File: src/rtl/chpf_pkg.sv
// Shared widths, register indexes and status types of the cascaded high-pass filter.
package chpf_pkg;

    // Field and datapath widths.
    localparam int SAMPLE_W   = 16;
    localparam int ALPHA_W    = 16;
    localparam int COUNT_W    = 3;
    localparam int ACC_W      = 32;
    localparam int FRAC_W     = 8;
    localparam int SUM_W      = 34;
    localparam int DIGIT_W    = 4;
    localparam int CFG_IDX_W  = 2;
    localparam int CFG_DATA_W = 16;

    // Configuration register indexes.
    localparam logic [CFG_IDX_W-1:0] REG_ALPHA       = 2'd0;
    localparam logic [CFG_IDX_W-1:0] REG_STAGE_COUNT = 2'd1;

    // Saturation limits.
    localparam logic signed [ACC_W-1:0]    ACC_MAX    = {1'b0, {(ACC_W-1){1'b1}}};
    localparam logic signed [ACC_W-1:0]    ACC_MIN    = {1'b1, {(ACC_W-1){1'b0}}};
    localparam logic signed [SAMPLE_W-1:0] SAMPLE_MAX = {1'b0, {(SAMPLE_W-1){1'b1}}};
    localparam logic signed [SAMPLE_W-1:0] SAMPLE_MIN = {1'b1, {(SAMPLE_W-1){1'b0}}};

    // Status of the digit-serial multiplier.
    typedef struct packed {
        logic busy;
        logic done;
    } mul_status_t;

endpackage

File: src/rtl/chpf_stream_if.sv
// Valid/ready stream interfaces for the input and result sample channels.
interface chpf_sample_in_if;
    import chpf_pkg::*;

    logic                       valid;
    logic                       ready;
    logic signed [SAMPLE_W-1:0] sample_in;

    modport source (output valid, output sample_in, input ready);
    modport sink (input valid, input sample_in, output ready);
endinterface

interface chpf_sample_out_if;
    import chpf_pkg::*;

    logic                       valid;
    logic                       ready;
    logic signed [SAMPLE_W-1:0] sample_out;

    modport source (output valid, output sample_out, input ready);
    modport sink (input valid, input sample_out, output ready);
endinterface

File: src/rtl/chpf_digit_mul.sv
// Digit-serial signed by unsigned multiplier returning floor(product / 2^ALPHA_W) and a sticky bit.
module chpf_digit_mul (
    input  logic                                clk,
    input  logic                                rst_n,
    input  logic                                start,
    input  logic signed [chpf_pkg::SUM_W-1:0]   multiplicand,
    input  logic        [chpf_pkg::ALPHA_W-1:0] multiplier,
    output chpf_pkg::mul_status_t               status,
    output logic signed [chpf_pkg::SUM_W-1:0]   quotient,
    output logic                                sticky
);
    import chpf_pkg::*;

    localparam int STEPS  = ALPHA_W / DIGIT_W;
    localparam int STEP_W = (STEPS > 1) ? $clog2(STEPS) : 1;
    localparam int T_W    = SUM_W + DIGIT_W + 1;

    logic signed [SUM_W-1:0]   mcand_reg;
    logic        [ALPHA_W-1:0] mplier_reg;
    logic signed [SUM_W-1:0]   acc_reg;
    logic                      sticky_reg;
    logic        [STEP_W-1:0]  step_reg;
    logic                      busy_reg;
    logic                      done_reg;

    logic        [DIGIT_W-1:0] digit;
    logic signed [T_W-1:0]     partial;
    logic signed [T_W-1:0]     total;
    logic signed [SUM_W-1:0]   acc_next;
    logic                      sticky_next;

    // One multiplier digit per cycle, least significant first; the low digit
    // of each partial sum drops out into the sticky bit.
    always_comb
    begin
        digit       = mplier_reg[DIGIT_W-1:0];
        partial     = T_W'(mcand_reg) * T_W'($signed({1'b0, digit}));
        total       = T_W'(acc_reg) + partial;
        acc_next    = SUM_W'(total >>> DIGIT_W);
        sticky_next = sticky_reg | (|total[DIGIT_W-1:0]);
    end

    // Step sequencing.
    always_ff @(posedge clk or negedge rst_n)
    begin
        if (!rst_n)
        begin
            busy_reg <= 1'b0;
            done_reg <= 1'b0;
            step_reg <= '0;
        end
        else if (start)
        begin
            busy_reg <= 1'b1;
            done_reg <= 1'b0;
            step_reg <= '0;
        end
        else if (busy_reg)
        begin
            if (step_reg == STEP_W'(STEPS - 1))
            begin
                busy_reg <= 1'b0;
                done_reg <= 1'b1;
            end
            step_reg <= step_reg + 1'b1;
        end
        else
        begin
            done_reg <= 1'b0;
        end
    end

    // Operand and accumulator registers.
    always_ff @(posedge clk)
    begin
        if (start)
        begin
            mcand_reg  <= multiplicand;
            mplier_reg <= multiplier;
            acc_reg    <= '0;
            sticky_reg <= 1'b0;
        end
        else if (busy_reg)
        begin
            acc_reg    <= acc_next;
            sticky_reg <= sticky_next;
            mplier_reg <= mplier_reg >> DIGIT_W;
        end
    end

    assign status.busy = busy_reg;
    assign status.done = done_reg;
    assign quotient    = acc_reg;
    assign sticky      = sticky_reg;

endmodule

File: src/rtl/cascaded_one_pole_highpass.sv
// Top level of the cascaded first-order high-pass filter with shared digit-serial multiplier.
// Each stage runs through S_LOAD, which forms the stage sum and starts the 4-bit-per-cycle multiplier,
// S_MUL, which waits for the product, and S_NEXT, which scales and saturates the stage result.
// The multiplier is shared by all stages. A new word is accepted the cycle after the result
// register is loaded, so only one word is in the filter at a time.
// Reset (asynchronous, active low) clears the coefficient, stage count and all stage history.
module cascaded_one_pole_highpass #(
    parameter int MAX_STAGES = 4
) (
    input  logic                                   clk,
    input  logic                                   rst_n,
    input  logic                                   cfg_we,
    input  logic        [chpf_pkg::CFG_IDX_W-1:0]  cfg_index,
    input  logic        [chpf_pkg::CFG_DATA_W-1:0] cfg_data,
    chpf_sample_in_if.sink                         samples,
    chpf_sample_out_if.source                      results
);
    import chpf_pkg::*;

    localparam int IDX_W = (MAX_STAGES > 1) ? $clog2(MAX_STAGES) : 1;
    localparam int CNT_W = $clog2(MAX_STAGES + 1);
    localparam int Q_W   = ACC_W - FRAC_W + 1;

    typedef enum logic [2:0] {
        S_IDLE,
        S_LOAD,
        S_MUL,
        S_NEXT,
        S_DONE
    } state_t;

    state_t                     state_reg;
    logic        [ALPHA_W-1:0]  alpha_reg;
    logic        [COUNT_W-1:0]  stage_count_reg;
    logic        [IDX_W-1:0]    idx_reg;
    logic        [CNT_W-1:0]    last_reg;
    logic signed [SAMPLE_W-1:0] v_reg;
    logic                       out_valid_reg;
    logic signed [SAMPLE_W-1:0] out_sample_reg;

    logic signed [SAMPLE_W-1:0] x_prev_reg [MAX_STAGES];
    logic signed [ACC_W-1:0]    y_prev_reg [MAX_STAGES];

    logic                       in_accept;
    logic                       bypass;
    logic        [CNT_W-1:0]    n_eff;
    logic signed [SAMPLE_W:0]   diff;
    logic signed [SUM_W-1:0]    stage_sum;
    logic                       mul_start;
    mul_status_t                mul_st;
    logic signed [SUM_W-1:0]    mul_quot;
    logic                       mul_sticky;
    logic signed [SUM_W:0]      y_tz;
    logic        [SUM_W-ACC_W+1:0] y_top;
    logic signed [ACC_W-1:0]    y_sat;
    logic signed [ACC_W-1:0]    y_cur;
    logic signed [Q_W-1:0]      q_tz;
    logic        [Q_W-SAMPLE_W:0] q_top;
    logic signed [SAMPLE_W-1:0] q_sat;

    assign samples.ready  = (state_reg == S_IDLE);
    assign in_accept      = samples.valid && samples.ready;
    assign results.valid  = out_valid_reg;
    assign results.sample_out = out_sample_reg;

    // Stage count in use, clamped to the number of stages built.
    assign n_eff  = (int'(stage_count_reg) > MAX_STAGES) ? CNT_W'(MAX_STAGES)
                                                         : CNT_W'(stage_count_reg);
    assign bypass = (alpha_reg == '0) || (stage_count_reg == '0);

    // Stage sum y_prev + (x - x_prev) * 256 in Q.8.
    always_comb
    begin
        diff      = (SAMPLE_W+1)'(v_reg) - (SAMPLE_W+1)'(x_prev_reg[idx_reg]);
        stage_sum = SUM_W'(y_prev_reg[idx_reg]) + (SUM_W'(diff) <<< FRAC_W);
    end

    assign mul_start = (state_reg == S_LOAD);

    chpf_digit_mul u_mul (
        .clk          (clk),
        .rst_n        (rst_n),
        .start        (mul_start),
        .multiplicand (stage_sum),
        .multiplier   (alpha_reg),
        .status       (mul_st),
        .quotient     (mul_quot),
        .sticky       (mul_sticky)
    );

    // Product / 65536 rounded toward zero, then saturated to the 32-bit history range.
    always_comb
    begin
        y_tz  = (SUM_W+1)'(mul_quot) + {{SUM_W{1'b0}}, mul_quot[SUM_W-1] & mul_sticky};
        y_top = y_tz[SUM_W:ACC_W-1];
        if ((&y_top) || !(|y_top))
        begin
            y_sat = y_tz[ACC_W-1:0];
        end
        else
        begin
            y_sat = y_tz[SUM_W] ? ACC_MIN : ACC_MAX;
        end
    end

    // Stage output: history / 256 rounded toward zero, saturated to 16 bits.
    always_comb
    begin
        y_cur = y_prev_reg[idx_reg];
        q_tz  = Q_W'(y_cur >>> FRAC_W)
              + {{(Q_W-1){1'b0}}, y_cur[ACC_W-1] & (|y_cur[FRAC_W-1:0])};
        q_top = q_tz[Q_W-1:SAMPLE_W-1];
        if ((&q_top) || !(|q_top))
        begin
            q_sat = q_tz[SAMPLE_W-1:0];
        end
        else
        begin
            q_sat = q_tz[Q_W-1] ? SAMPLE_MIN : SAMPLE_MAX;
        end
    end

    // Configuration registers.
    always_ff @(posedge clk or negedge rst_n)
    begin
        if (!rst_n)
        begin
            alpha_reg       <= '0;
            stage_count_reg <= '0;
        end
        else if (cfg_we)
        begin
            unique case (cfg_index)
                REG_ALPHA:       alpha_reg       <= cfg_data[ALPHA_W-1:0];
                REG_STAGE_COUNT: stage_count_reg <= cfg_data[COUNT_W-1:0];
                default:         ;
            endcase
        end
    end

    // Per-stage history: input written when the stage starts, output when it ends.
    always_ff @(posedge clk or negedge rst_n)
    begin
        if (!rst_n)
        begin
            for (int i = 0; i < MAX_STAGES; i++)
            begin
                x_prev_reg[i] <= '0;
                y_prev_reg[i] <= '0;
            end
        end
        else
        begin
            if (state_reg == S_LOAD)
            begin
                x_prev_reg[idx_reg] <= v_reg;
            end
            if ((state_reg == S_MUL) && mul_st.done)
            begin
                y_prev_reg[idx_reg] <= y_sat;
            end
        end
    end

    // Sequencer and result register.
    always_ff @(posedge clk or negedge rst_n)
    begin
        if (!rst_n)
        begin
            state_reg     <= S_IDLE;
            idx_reg       <= '0;
            last_reg      <= '0;
            out_valid_reg <= 1'b0;
        end
        else
        begin
            if (results.valid && results.ready && (state_reg != S_DONE))
            begin
                out_valid_reg <= 1'b0;
            end
            unique case (state_reg)
                S_IDLE:
                begin
                    if (in_accept)
                    begin
                        idx_reg   <= '0;
                        last_reg  <= CNT_W'(n_eff - 1'b1);
                        state_reg <= bypass ? S_DONE : S_LOAD;
                    end
                end
                S_LOAD:
                begin
                    state_reg <= S_MUL;
                end
                S_MUL:
                begin
                    if (mul_st.done)
                    begin
                        state_reg <= S_NEXT;
                    end
                end
                S_NEXT:
                begin
                    if (CNT_W'(idx_reg) == last_reg)
                    begin
                        state_reg <= S_DONE;
                    end
                    else
                    begin
                        idx_reg   <= idx_reg + 1'b1;
                        state_reg <= S_LOAD;
                    end
                end
                S_DONE:
                begin
                    if (!out_valid_reg || results.ready)
                    begin
                        out_valid_reg <= 1'b1;
                        state_reg     <= S_IDLE;
                    end
                end
                default:
                begin
                    state_reg <= S_IDLE;
                end
            endcase
        end
    end

    // Working sample and result payload.
    always_ff @(posedge clk)
    begin
        if (in_accept)
        begin
            v_reg <= samples.sample_in;
        end
        else if (state_reg == S_NEXT)
        begin
            v_reg <= q_sat;
        end
        if ((state_reg == S_DONE) && (!out_valid_reg || results.ready))
        begin
            out_sample_reg <= v_reg;
        end
    end

    // The multiplier reports completion only while the sequencer waits for it.
    assert property (@(posedge clk) disable iff (!rst_n)
        mul_st.done |-> (state_reg == S_MUL))
        else $error("multiplier done outside the multiply state");

    // While waiting for the product, the multiplier is either working or finished.
    assert property (@(posedge clk) disable iff (!rst_n)
        (state_reg == S_MUL) |-> (mul_st.busy || mul_st.done))
        else $error("sequencer waits on an idle multiplier");

    // The stage index never runs past the last stage in use.
    assert property (@(posedge clk) disable iff (!rst_n)
        (state_reg == S_LOAD) |-> (CNT_W'(idx_reg) <= last_reg))
        else $error("stage index beyond the stages in use");

    // A bypassed word goes straight to the result register.
    assert property (@(posedge clk) disable iff (!rst_n)
        (in_accept && bypass) |=> (state_reg == S_DONE))
        else $error("bypassed word entered the filter stages");

endmodule

File: src/flat_wrapper.sv
// flat-port wrapper written by rule: the top's interface ports become plain ports
module cascaded_one_pole_highpass_flat import chpf_pkg::*;
#(
    parameter int MAX_STAGES = 4
)
  (clk, rst_n, cfg_we, cfg_index, cfg_data, samples_valid, samples_sample_in, samples_ready, results_valid, results_sample_out, results_ready);
  chpf_sample_in_if samples_i ();
  chpf_sample_out_if results_i ();
  input  logic clk;
  input  logic rst_n;
  input  logic cfg_we;
  input  logic        [chpf_pkg::CFG_IDX_W-1:0] cfg_index;
  input  logic        [chpf_pkg::CFG_DATA_W-1:0] cfg_data;
  input wire logic [$bits(samples_i.valid)-1:0] samples_valid;
  input wire logic [$bits(samples_i.sample_in)-1:0] samples_sample_in;
  output wire logic [$bits(samples_i.ready)-1:0] samples_ready;
  output wire logic [$bits(results_i.valid)-1:0] results_valid;
  output wire logic [$bits(results_i.sample_out)-1:0] results_sample_out;
  input wire logic [$bits(results_i.ready)-1:0] results_ready;
  assign samples_i.valid = samples_valid;
  assign samples_i.sample_in = samples_sample_in;
  assign samples_ready = samples_i.ready;
  assign results_valid = results_i.valid;
  assign results_sample_out = results_i.sample_out;
  assign results_i.ready = results_ready;
  cascaded_one_pole_highpass #(.MAX_STAGES(MAX_STAGES)) u_core (.clk(clk), .rst_n(rst_n), .cfg_we(cfg_we), .cfg_index(cfg_index), .cfg_data(cfg_data), .samples(samples_i), .results(results_i));
endmodule
File: config.mk
export PLATFORM = sky130hd
export DESIGN_NAME = cascaded_one_pole_highpass_flat
export DESIGN_NICKNAME = d
export VERILOG_FILES = /design/src/rtl/chpf_pkg.sv /design/src/rtl/chpf_stream_if.sv /design/src/rtl/chpf_digit_mul.sv /design/src/rtl/cascaded_one_pole_highpass.sv /design/src/flat_wrapper.sv
export SDC_FILE = /design/constraint.sdc
export NUM_CORES = 1
export LEC_CHECK = 0
export BUFFER_PORTS_ARGS = -buffer_cell sky130_fd_sc_hd__buf_2
export CORE_ASPECT_RATIO = 0.5
export CORE_MARGIN = 1.5
export CORE_UTILIZATION = 62
export DETAILED_ROUTE_END_ITERATION = 7
export PLACE_DENSITY_LB_ADDON = 0.25
export SYNTH_ARGS = -nofsm -noshare
export SYNTH_HDL_FRONTEND = slang
export SYNTH_SLANG_ARGS = --single-unit
File: constraint.sdc
create_clock -name clk -period 18.15 [get_ports clk]
set_input_delay 0.9075 -clock clk [delete_from_list [all_inputs] [get_ports clk]]
set_output_delay 0.9075 -clock clk [all_outputs]
set_load 0.005 [all_outputs]
==> summary.md, run 1 <==
| Metric | Value |
|---|---|
| Status | `completed` |
| FF-to-FF path depth | `23` |
| Port-buffer cells | `56` |
| Area share of the largest cell type after synthesis | `24.8%` |
| Worst r2r src | `u_core.idx_reg[1]` |
| Io pins | `57` |
| Worst stage delay on the critical path | `0.62 ns` |
| Layout area overhead | `7.77%` |
| Final Max Slew Viols | `0` |
| WS Path Type | `flip-flop to flip-flop` |
| H-tree Lvls | `1` |
| CP top delay family | `compound AO/OA/AOI/OAI gates` |
| First-pass GRT wire length | `85.8 mm` |
| RSZ-0062 raised after global routing | `no` |
| DP Area | `0.0232 mm2` |
| CP Capture Type | `flip-flop` |
| Setup-failing EPs final | `0` |
| Layout Utilization | `67.8%` |
| Initial Utilization | `62.9%` |
| Nets | `2486` |
| Yosys reg bits | `340` |
| CTS sink count | `340` |
| DR iter-0 viols | `1346` |
| Total CTS buffers | `31` |
| Die Y | `138 um` |
| Syn_nets | `2470` |
| Crit path launch type | `flip-flop` |
| Die width | `273 um` |
| Crit-path max FO | `53` |
| TritonCTS clock tree | `done` |
| Number of antenna violations at the first check in global routing | `1` |
| R2r endpoint | `u_core.u_mul.mcand_reg[28]` |
| Clk root buf | `clkbuf_16` |
| Final ANT Viol Nets | `0` |
| Crit path arrival time | `6.18 ns` |
| First-pass detailed-route iteration total | `5` |
| Fin area | `0.0243 mm2` |
| Skew final | `0.0275 ns` |
| Share of layout cells above drive strength 1 | `12.7%` |
| Buf/Inv on CP | `2` |
| Vias per cell | `6.01` |
| Synth top area cells | `dfrtp_1 (25%), edfxtp_1 (11%), fa_1 (9.0%)` |
| CTS Hold Buffers Added | `0` |
| Synth unique cells | `82` |
| Max Root-Sink Buffers | `3` |
| Fin crit share | `32.0%` |
| Area leader, netlist | `dfrtp_1` |
| Residual DRC | `0` |
| Vias in the first global route | `15699` |
| Sequential area share after synthesis | `38.7%` |
| Fmax | `172 MHz` |
| Cell Rows | `49` |
| Ys async rst share | `65.9%` |
| PostCTS Resize Cnt | `0` |
| FF-to-FF setup slack | `12.33 ns` |
| Gr ovfl total | `0` |
| Total track usage | `29.5%` |
| Die area | `0.0376 mm2` |
| Top_reg_cell synth | `dfrtp_1` |
| Setup TNS | `0 ns` |
| Hold Violations, Final | `0` |
| Worst-Skew Late Latency | `0.61 ns` |
| Placer Congestion | `0.887` |
| Clock-pin slew on the worst setup and hold paths | `0.07 ns` |
| Max cap viols | `0` |
| Rel. slew slack | `20.5%` |
| Placement Setup Slack | `12.39 ns` |
| Tmin final | `5.82 ns` |
| Syn_area_per_cell | `10.2 um2` |
| Hpwl dp | `39.4 mm` |
| Synthesized area | `0.0226 mm2` |
| Critical Path Slowest Stage Cell | `buf_4` |
| Via count | `16413` |
| EDFF count, synth | `81` |
| Number of flip-flops in the largest register | `128` |
| Cells along the critical path | `buf_4 -> mux4_2 -> inv_1 -> ha_1 -> nor2b_1 -> o21ai_0 -> a21boi_0 -> o21ai_0 -> a21oi_1 -> a41o_1 -> o41a_1 -> xor2_1 -> ha_1 -> o21a_1 -> o21a_1 -> a21oi_1 -> o21ai_0 -> a31oi_1 -> a21oi_1 -> or2_2 -> a31o_2 -> a211oi_1 -> nor3_1` |
| Critical path required time | `18.51 ns` |
| DRT Wirelength | `54.6 mm` |
| # diodes | `0` |
| CORE AREA | `0.0359 mm2` |
| Syn. warnings | `0` |
| Setup WS post-layout | `12.33 ns` |
| Path category of the worst min-delay check | `input port to async pin` |
| Least-Margin Pin Slew | `1.19 ns` |
| DR WL/cell | `20.0 um` |
| Setup Buffers After CTS | `0` |
| Cell count after synthesis | `2205` |
| Largest net degree at the start of global routing | `94` |
cells in the final DEF (no fill, tap or decap), drive strengths merged, types with 79 or more instances in the layout:
master / netlist / layout
nand2: 253 / 253
dfrtp: 224 / 224
inv: 218 / 220
o21ai: 151 / 151
nor2: 138 / 138
ha: 124 / 124
and2: 118 / 118
fa: 102 / 102
mux2: 85 / 85
edfxtp: 81 / 81
xnor2: 80 / 80
a21oi: 79 / 79
logic make-up (layout without fill, tap and decap cells):
group | after synthesis | after routing | share of synthesized area (%)
muxes | 150 | 150 | 9.94
buffers and inverters | 305 | 346 | 5.33
DFF | 340 | 340 | 38.7
and+or+nand+nor | 681 | 681 | 14.8
AOI/OAI and AO/OA | 389 | 389 | 10.9
xor gates and xnor gates | 114 | 114 | 4.42
adders and majority gates | 226 | 226 | 15.9
worst register-to-register path: cells and delay by family, from the launching register on:
| family | cells | cell delay [ns] |
|---|---|---|
| AOI/OAI and AO/OA | 14 | 2.83 |
| xor gates and xnor gates | 1 | 0.17 |
| adders and majority gates | 2 | 0.61 |
| buffers and inverters | 2 | 0.73 |
| DFF | 1 | 0.34 |
| muxes | 1 | 0.42 |
| and+or+nand+nor | 3 | 0.50 |
through the flow:
stage               cells  hold WS, ns
global route         2730        0.352
finish               2730        0.299
global placement     2672        0.453
CTS                  2730        0.318
detailed placement   2672        0.465
floorplan            2205        0.429
per-layer routing:
metal | global-route usage, % | part of all wire [%]
met1 | 42.7 | 45
met2 | 45.1 | 44
met3 | 7.86 | 9.1
met4 | 5.65 | 1.5
met5 | 0 | 0.027
layout make-up:
| cell class | instances | area, um2 |
|---|---|---|
| timing repair buffer | 70 | 395 |
| sequential | 340 | 8740 |
| clock buffer | 44 | 915 |
| fill | 2679 | 11500 |
| clock inverter | 14 | 204 |
| multi-input combinational | 1560 | 12600 |
| inverter | 218 | 818 |
| tap | 484 | 606 |
how the worst max path moves through the flow:
stage,startpoint,slack [ns],cells past startpoint,end
after floorplan,u_core.idx_reg[0],11.73,27,u_core.u_mul.mcand_reg[28]
after global placement,u_core.idx_reg[1],12.43,23,u_core.u_mul.mcand_reg[28]
after detailed placement,u_core.idx_reg[1],12.39,23,u_core.u_mul.mcand_reg[28]
after CTS,u_core.idx_reg[1],12.33,23,u_core.u_mul.mcand_reg[28]
after global routing,u_core.idx_reg[1],11.91,23,u_core.u_mul.mcand_reg[31]
final,u_core.idx_reg[1],12.33,23,u_core.u_mul.mcand_reg[28]
cell usage after synthesis (40+ instances only):
cell type    n
nand2_1    253
dfrtp_1    224
inv_1      217
o21ai_0    148
nor2_1     138
ha_1       124
and2_1     118
fa_1       102
mux2_2      84
edfxtp_1    81
xnor2_1     80
a21oi_1     79
clkbuf_1    70
mux4_2      40
Power of run 1 is not shown: default switching activity piles up to over one toggle a cycle in this logic, so the estimate is an artifact.
==> run 2, diff against run 1 <==
--- a/config.mk
+++ b/config.mk
@@ -8,7 +8,7 @@
 export BUFFER_PORTS_ARGS = -buffer_cell sky130_fd_sc_hd__buf_2
 export CORE_ASPECT_RATIO = 0.5
 export CORE_MARGIN = 1.5
-export CORE_UTILIZATION = 62
+export CORE_UTILIZATION = 58
 export DETAILED_ROUTE_END_ITERATION = 7
 export PLACE_DENSITY_LB_ADDON = 0.25
 export SYNTH_ARGS = -nofsm -noshare
==> constraint.sdc (replaced) <==
create_clock -name clk -period 5.25 [get_ports clk]
set_input_delay 0.2625 -clock clk [delete_from_list [all_inputs] [get_ports clk]]
set_output_delay 0.2625 -clock clk [all_outputs]
set_load 0.005 [all_outputs]
==> run 2 against run 1 <==
- utilization shrank 2.0 points
- final area grew 2.4%
- flip-flop and latch count is the same
- count of clock-buffer cells in the layout is the same
- die area grew 6.8%
- setup slack lost 12 ns
- fmax grew 16%
- critical path type unchanged
- non-clock buffer count grew 57
- sequential share of layout area shrank 0.85 points
- cell count grew 3.4%
==> summary.md, run 2 (same netlist as run 1, synthesis figures left out) <==
| Metric | Value |
|---|---|
| Total track usage | `28.1%` |
| Via count | `16596` |
| Initial Utilization | `59.6%` |
| H-tree Lvls | `1` |
| Crit path arrival time | `5.48 ns` |
| Share of layout cells above drive strength 1 | `13.9%` |
| Worst-Skew Late Latency | `0.61 ns` |
| TritonCTS clock tree | `done` |
| Crit-path max FO | `21` |
| Number of antenna violations at the first check in global routing | `3` |
| Skew final | `0.0230 ns` |
| Max Root-Sink Buffers | `3` |
| CP Capture Type | `flip-flop` |
| Gr ovfl total | `0` |
| CORE AREA | `0.0378 mm2` |
| Final ANT Viol Nets | `0` |
| Setup WS post-layout | `0.216 ns` |
| Clock-pin slew on the worst setup and hold paths | `0.07 ns` |
| Vias per cell | `5.88` |
| Clk root buf | `clkbuf_16` |
| Residual DRC | `0` |
| WS Path Type | `flip-flop to flip-flop` |
| Port-buffer cells | `56` |
| Io pins | `57` |
| Vias in the first global route | `16146` |
| First-pass GRT wire length | `87.7 mm` |
| Setup TNS | `0 ns` |
| Largest net degree at the start of global routing | `164` |
| Cell Rows | `50` |
| Max cap viols | `0` |
| Fmax | `199 MHz` |
| Post-route insts no fill | `2824` |
| Placer Congestion | `0.903` |
| Die width | `282 um` |
| Rel. slew slack | `16.8%` |
| Tmin final | `5.03 ns` |
| DRT Wirelength | `55.0 mm` |
| CTS sink count | `340` |
| Path category of the worst min-delay check | `input port to flip-flop` |
| Number of flip-flops in the largest register | `128` |
| Critical path required time | `5.70 ns` |
| WHS | `0.0266 ns` |
| Nets | `2543` |
| DR iter-0 viols | `1502` |
| Commonest non-fill, non-tap cell in the layout | `nand2_1` |
| Least-Margin Pin Slew | `1.24 ns` |
| Die area | `0.0402 mm2` |
| Hpwl dp | `39.8 mm` |
| Die Y | `142 um` |
| Most frequent cells in the layout | `nand2_1 (249), dfrtp_1 (222), inv_1 (215)` |
| Final Max Slew Viols | `0` |
| Layout area overhead | `10.4%` |
| Placement Setup Slack | `0.147 ns` |
| First-pass detailed-route iteration total | `5` |
| Fin crit share | `95.9%` |
| Total CTS buffers | `31` |
| Cell count after placement | `2732` |
| Hold Violations, Final | `0` |
| DR WL/cell | `19.5 um` |
| Crit path launch type | `flip-flop` |
| Setup-failing EPs final | `0` |
| Status | `completed` |
[run 2: cell types whose count changed in the layout (fill, tap and decap cells not counted), sizes merged]
cell         previous run  this run
clkinvlp                2         1
inv                   220       221
diode                   0         1
clkbuf                 44        45
dlygate4sd3             0        28
buf                    70        98
[run 2: layout make-up]
class,count,area (um2)
Fill cell,2864,12900
Sequential cell,340,8740
Clock buffer,44,855
Tap cell,520,651
Clock inverter,14,194
Antenna cell,1,2.50
Multi-Input combinational cell,1560,12700
Inverter,218,818
Timing Repair Buffer,127,935
[run 2: repair_timing]
action,in CTS,in global routing
gates resized for setup,0,12
buffers inserted,0,5
hold buffers,28,0
setup endpoints to repair,0,25
hold endpoints to repair,92,0
[run 2: worst paths after layout]
check / from / to / slack (ns) / cells past startpoint
worst max-delay path: u_core.u_mul.mplier_reg[2] / u_core.u_mul.quotient[20] / 0.22 / 17
worst min-delay path: samples_sample_in[3] / u_core.v_reg[3] / 0.03 / 3
worst max register to register: u_core.u_mul.mplier_reg[2] / u_core.u_mul.quotient[20] / 0.22 / 17
worst min register to register: u_core.y_prev_reg[114] / u_core.y_prev_reg[114] / 0.48 / 2
max in group asynchronous: rst_n / u_core.y_prev_reg[91] / 3.79 / 3
min in group asynchronous: rst_n / u_core.idx_reg[0] / 0.17 / 2
[run 2: routing by layer]
layer / vias to the layer above / share of wire (%) / GRT usage [%]
li1: 7710 / - / -
met3: 70 / 9.3 / 7.44
met2: 605 / 41 / 39.7
met1: 8211 / 48 / 43.5
met5: - / 0 / 0
met4: 0 / 1.5 / 5.07
[run 2: critical path, cell delays in order (launching register included)]
cell and delay [ns]:
edfxtp_1 0.65, and2_1 0.26, ha_1 0.32, fa_1 0.54, inv_1 0.06, fa_1 0.52
inv_1 0.04, ha_1 0.20, a21o_1 0.16, a21oi_1 0.23, inv_1 0.09, or4_1 0.44
o21ai_0 0.27, nand2_1 0.15, a21boi_0 0.36, o31ai_1 0.16, xnor2_1 0.30, o22ai_1 0.11
[run 2: stage by stage]
step,utilization (%),area (um2)
after floorplan,-,22600
after global placement,62.0,23500
after detailed placement,62.0,23500
after CTS,65.5,24800
after global routing,65.8,24900
final,65.8,24900
Power of run 2 is left out for the same reason.
